**config.mk**
```make
export PLATFORM = sky130hd
export DESIGN_NAME = sva_ram
export DESIGN_NICKNAME = d
export VERILOG_FILES = /design/src/sv/sva_pkg.sv /design/src/sv/sva_ram.sv
export SDC_FILE = /design/constraint.sdc
export NUM_CORES = 1
export LEC_CHECK = 0
export BUFFER_PORTS_ARGS = -buffer_cell sky130_fd_sc_hd__buf_2
export CAP_MARGIN = 40
export CELL_PAD_IN_SITES_DETAIL_PLACEMENT = 1
export CELL_PAD_IN_SITES_GLOBAL_PLACEMENT = 2
export CORE_MARGIN = 1
export CORE_UTILIZATION = 50
export CTS_BUF_LIST = sky130_fd_sc_hd__clkbuf_8
export DETAILED_ROUTE_END_ITERATION = 10
export PLACE_DENSITY = 0.83
export SYNTH_ARGS = -nofsm -noshare
export SYNTH_HDL_FRONTEND = slang
export SYNTH_SLANG_ARGS = --single-unit
```
**constraint.sdc**
```tcl
create_clock -name clk -period 2.1 [get_ports clk]
set_clock_uncertainty 0.05 [all_clocks]
set_input_delay 0.42 -clock clk [delete_from_list [all_inputs] [get_ports clk]]
set_output_delay 0.42 -clock clk [all_outputs]
set_load 0.02 [all_outputs]
```
**src/sv/sva_pkg.sv**
```systemverilog
package sva_pkg;

  typedef enum logic [2:0] {
    OP_LOAD   = 3'd0,
    OP_PLAY   = 3'd1,
    OP_STOP   = 3'd2,
    OP_SETVOL = 3'd3,
    OP_PAUSE  = 3'd4,
    OP_RESUME = 3'd5,
    OP_PITCH  = 3'd6,
    OP_NOP    = 3'd7
  } opcode_t;

  typedef enum logic [2:0] {
    ACT_NONE    = 3'd0,
    ACT_VOLUME  = 3'd1,
    ACT_KEYON   = 3'd2,
    ACT_KEYOFF  = 3'd3,
    ACT_PITCH   = 3'd4,
    ACT_STORED  = 3'd5,
    ACT_NOVOICE = 3'd6,
    ACT_RSVD    = 3'd7
  } action_t;

  typedef enum logic [1:0] {
    KIND_FREE = 2'd0,
    KIND_ONE  = 2'd1,
    KIND_LOOP = 2'd2,
    KIND_RSVD = 2'd3
  } kind_t;

  typedef enum logic [2:0] {
    S_CLEAR,
    S_IDLE,
    S_RD,
    S_EX,
    S_EX2,
    S_FLUSH
  } state_t;

  localparam logic REG_MASTER = 1'b0;
  localparam logic REG_BASE   = 1'b1;

  typedef struct packed {
    logic [2:0]  opcode;
    logic [4:0]  voice;
    logic [7:0]  effect;
    logic [7:0]  volume;
    logic [15:0] pitch;
    logic [31:0] sample_offset;
    logic        entry_present;
    logic        entry_looping;
  } in_item_t;

  typedef struct packed {
    logic [2:0]  action;
    logic [4:0]  target_voice;
    logic [13:0] left_level;
    logic [13:0] right_level;
    logic [15:0] pitch_word;
    logic [31:0] sample_address;
    logic        last;
  } out_item_t;

  typedef struct packed {
    kind_t      kind;
    logic [7:0] cached_left;
    logic [7:0] cached_right;
  } voice_ent_t;

  typedef struct packed {
    logic        present;
    logic        looping;
    logic [31:0] offset;
  } effect_ent_t;

  // n = pitch*3/2 - 1536, word = ((n<<1) & ~0xff) + (n & 127), low 16 bits
  function automatic logic [15:0] pitch_encode(input logic [15:0] pitch);
    logic [31:0] n;
    logic [31:0] w;
    n = ((32'(pitch) * 32'd3) >> 1) - 32'd1536;
    w = ((n << 1) & 32'hffffff00) + (n & 32'd127);
    return w[15:0];
  endfunction

endpackage

```
**src/sv/sva_ram.sv**
```systemverilog
module sva_ram
  import sva_pkg::*;
#(
  parameter int WIDTH = 8,
  parameter int DEPTH = 16
) (
  input  logic                     clk,
  input  logic                     we,
  input  logic [$clog2(DEPTH)-1:0] waddr,
  input  logic [WIDTH-1:0]         wdata,
  input  logic [$clog2(DEPTH)-1:0] raddr,
  output logic [WIDTH-1:0]         rdata
);

  logic [WIDTH-1:0] mem [DEPTH];

  always_ff @(posedge clk) begin
    if (we) begin
      mem[waddr] <= wdata;
    end
    rdata <= mem[raddr];
  end

endmodule

```
==> reports/results.md <==
| Result | This run |
|:---|:---|
| Run status | finished, final reports clean |
| Path class of the lowest-slack min-delay path | input pin to flop |
| Port buffer count | 25 |
| Unrepaired setup endpoints after global routing | no |
| Data arrival time at the worst-slack endpoint | 1830 ps |
| Synthesized-area fraction occupied by ao, oa, aoi and oai cells | 2.333% |
| Number of distinct library cells after synthesis | 19 |
| Layout overhead on the synthesized area | 15.58% |
| Hold worst-path end | mem[13][3] |
| Via count of the first global-routing pass | 2640 |
| Max Clock Freq | 637.7 MHz |
| Number of flip-flops and latches in the synthesized netlist | 136 |
| Power density of the placed cells | 935.0 nW/um^2 |
| Worst vdd ir | 0.3827 mV |
| Width of the die | 103.5 um |
| Final routed wirelength across all metal layers | 11120 um |
| Latest clock arrival within the worst-skew pair | 430 ps |
| Number of placed cells counting well taps | 398 |
| CP Launch Type | input pin |
| Max cap viols | 0 |
| Core box area | 9864 sq um |
| Final-layout fill cell count | 842 |
| Fraction of post-synthesis cell area in the top cell type by area | 74.67% |
| Total number of H-tree levels | 4 |
| Maximum buffer depth of the clock tree | 2 |
| Reg2reg start | mem[3][0] |
| Post-Synthesis Net Count | 247 |
| Hold Slack | 337.3 ps |
| Leak pwr | 2.021 nW |
| Largest net degree at the start of global routing | 33 |
| Share of the yosys chip area belonging to registers | 77.78% |
| Final sum of negative setup slack | 0 ps |
| Top area cells in the synthesized netlist | edfxtp_1 75%, mux4_2 7.9%, mux4_1 7.1%, dfxtp_1 3.1%, a22oi_1 2.3% |
| Total congestion overflow | 0 |
| Fraction of synthesized cell area in xor and xnor cells | 0% |
| Buffers inserted during post-CTS setup optimization | 0 |
| Die height | 103.5 um |
| Clock-pin slew reported for the worst setup and hold paths after clock tree synthesis | 80 ps |
| Max stage delay cell, worst path | mux4_1 |
| Cell depth of the worst flop-to-flop path | 3 |
| Combined global-route utilization of all metal layers | 23.51% |
| Total setup violations reported at the end of the flow | 0 |
| Diodes inserted | 0 |
| Syn avg cell area | 22.48 sq um |
| TritonCTS clock tree | built |
| Startpoint-to-endpoint class of the critical path | input pin to flop |
| Number of failing hold endpoints at the final stage | 0 |
| Worst r2r dst | rdata[0] |
| Number of warnings printed during yosys synthesis | 0 |
| Initial antenna violation count | 0 |
| CTS Hold Bufs | 0 |
| Number of top-level pins | 26 |
| Most frequent standard cell in the layout excluding fill and tap cells | edfxtp_1 |
| Top fanout value on the critical path | 11 |
| FF-to-FF setup slack | 580 ps |
| Count of placed standard cells in the final layout, fillers left out | 430 |
| Weighted congestion reported at the end of routability-driven placement | 0.7127 |
| Cell type group with the largest total delay on the critical path | multiplexers |
| Final critical-path share of the clock period | 74.67% |
| Shortest clock period the worst path allows after layout | 1568 ps |
| Commonest cells after routing, fill and taps aside | 128 x edfxtp_1, 25 x buf_2, 19 x clkbuf_8, 19 x buf_4, 18 x mux4_2 |
| Synthesized instance count | 229 |
| Tot Pwr | 5.563 mW |
| Hold path start | wdata[3] |
| Slew Limit Fails | 0 |
| Yosys top cell by area | edfxtp_1 |
| Initial Util | 52.18% |
| Share of cell area taken by muxes after synthesis | 15.02% |
| Post-DP HPWL | 7168 um |
| Routed Antenna Nets | 0 |
| Cells resized by post-CTS repair | 0 |
| Worst endpoint required time | 2360 ps |
| Wire length of the first global-routing pass | 16410 um |
| Finished Core Util | 60.31% |
| Nature of the critical path endpoint | flop |
| Cell area after synthesis | 5147 sq um |
| Drt pass-1 iters | 4 |
| Die outline area | 10710 sq um |
| Via-to-Cell Ratio | 5.795 |
| Share of final-layout standard cells stronger than drive strength 1 | 31.99% |
| Core Rows | 36 |
| Slew at the pin closest to its max-slew limit | 464.3 ps |
| Worst max-slew margin expressed relative to the limit | 69.05% |
| Residual DRC count | 0 |
| Largest family of logic cells by synthesized area | multiplexers |
| Buffers plus inverters on the worst setup path | 2 |
| Number of nets in the final layout | 302 |
| Fraction of the mapped netlist area in simple logic gates | 3.184% |
| Number of DRC markers after the initial detailed-route iteration | 222 |
| Cell at the root of the clock tree | clkbuf_8 |
| Hold path cells | 1 |
| Largest incremental delay on the critical path | 610 ps |
| CTS buffer count | 17 |
| Adder-cell area share of the yosys netlist | 0% |
| Average routed wire per standard cell | 25.86 um |
| Vias | 2492 |
| Cell chain of the critical path | buf_2, buf_4, mux4_1, a22oi_1, nand2_1 |
| CTS Sinks | 136 |
area by class of cell:
type | count | area, sq um | share of cell area, %
well taps | 133 | 166.4 | 2.797
clock inverters | 13 | 152.6 | 2.566
clock buffers | 19 | 261.5 | 4.395
repair buffers | 46 | 307.8 | 5.173
multi-input cells | 83 | 1057 | 17.77
flip-flops and latches | 136 | 4004 | 67.30
power by group:
part           leakage [nW]  internal [mW]  switching, mW
combinational         0.590          0.125          0.186
sequential             1.22           3.03         0.0206
clock                 0.207           1.23          0.971
total                  2.02           4.38           1.18
cell usage after synthesis:
cell and instances:
nand2b_1 2, clkdlybuf4s25_2 3, nor2_1 13, and2b_1 1, nor2b_1 1, dfxtp_1 8
buf_4 1, and2_1 1, nand3_1 1, nand2_1 9, mux4_1 14, nor3_1 4
buf_6 3, nand3b_1 2, buf_2 3, edfxtp_1 128, mux4_2 18, a22oi_1 16
or3b_2 1
how the worst max path moves through the flow:
stage | slack [ps] | startpoint | end | depth (start not counted)
final | 530 | raddr[0] | rdata[0] | 5
after detailed placement | 80 | raddr[0] | rdata[0] | 5
after CTS | 510 | raddr[0] | rdata[0] | 5
after floorplan | 140 | waddr[2] | mem[0][0] | 2
after global placement | 140 | raddr[0] | rdata[0] | 5
after global routing | 500 | raddr[0] | rdata[0] | 5
through the flow:
stage / worst slack [ps] / instance area (sq um)
after floorplan: 137.1 / 5147
after global placement: 141.1 / 5535
after CTS: 510.3 / 5949
after global routing: 501.0 / 5949
after detailed placement: 83.22 / 5535
final: 531.9 / 5949
metal layers:
metal / track usage [%] / up-vias / routed length (um)
met1: 32.78 / 1298 / 4611
met4: 11.27 / 0 / 227
met3: 4.772 / 11 / 776
li1: - / 1080 / -
met2: 36.02 / 103 / 5502
met5: 0 / - / 0
worst reg2reg max path: cells and delay by family, from the launching register on:
| kind | cells | cell delay [ps] |
|---|---|---|
| AOI/OAI and AO/OA | 1 | 330 |
| DFF | 1 | 400 |
| muxes | 1 | 510 |
| and+or+nand+nor | 1 | 110 |
registers in the layout, indices dropped and copies added, names as in the netlist:
name and flops:
mem 128, rdata 8
cell families (layout without fill, tap and decap cells):
group,count (synthesis),after routing
and+or+nand+nor,35,35
AOI/OAI and AO/OA,16,16
buffers and inverters,10,78
muxes,32,32
DFF,136,136
No activity file was read; power rests on OpenSTA's default activity.
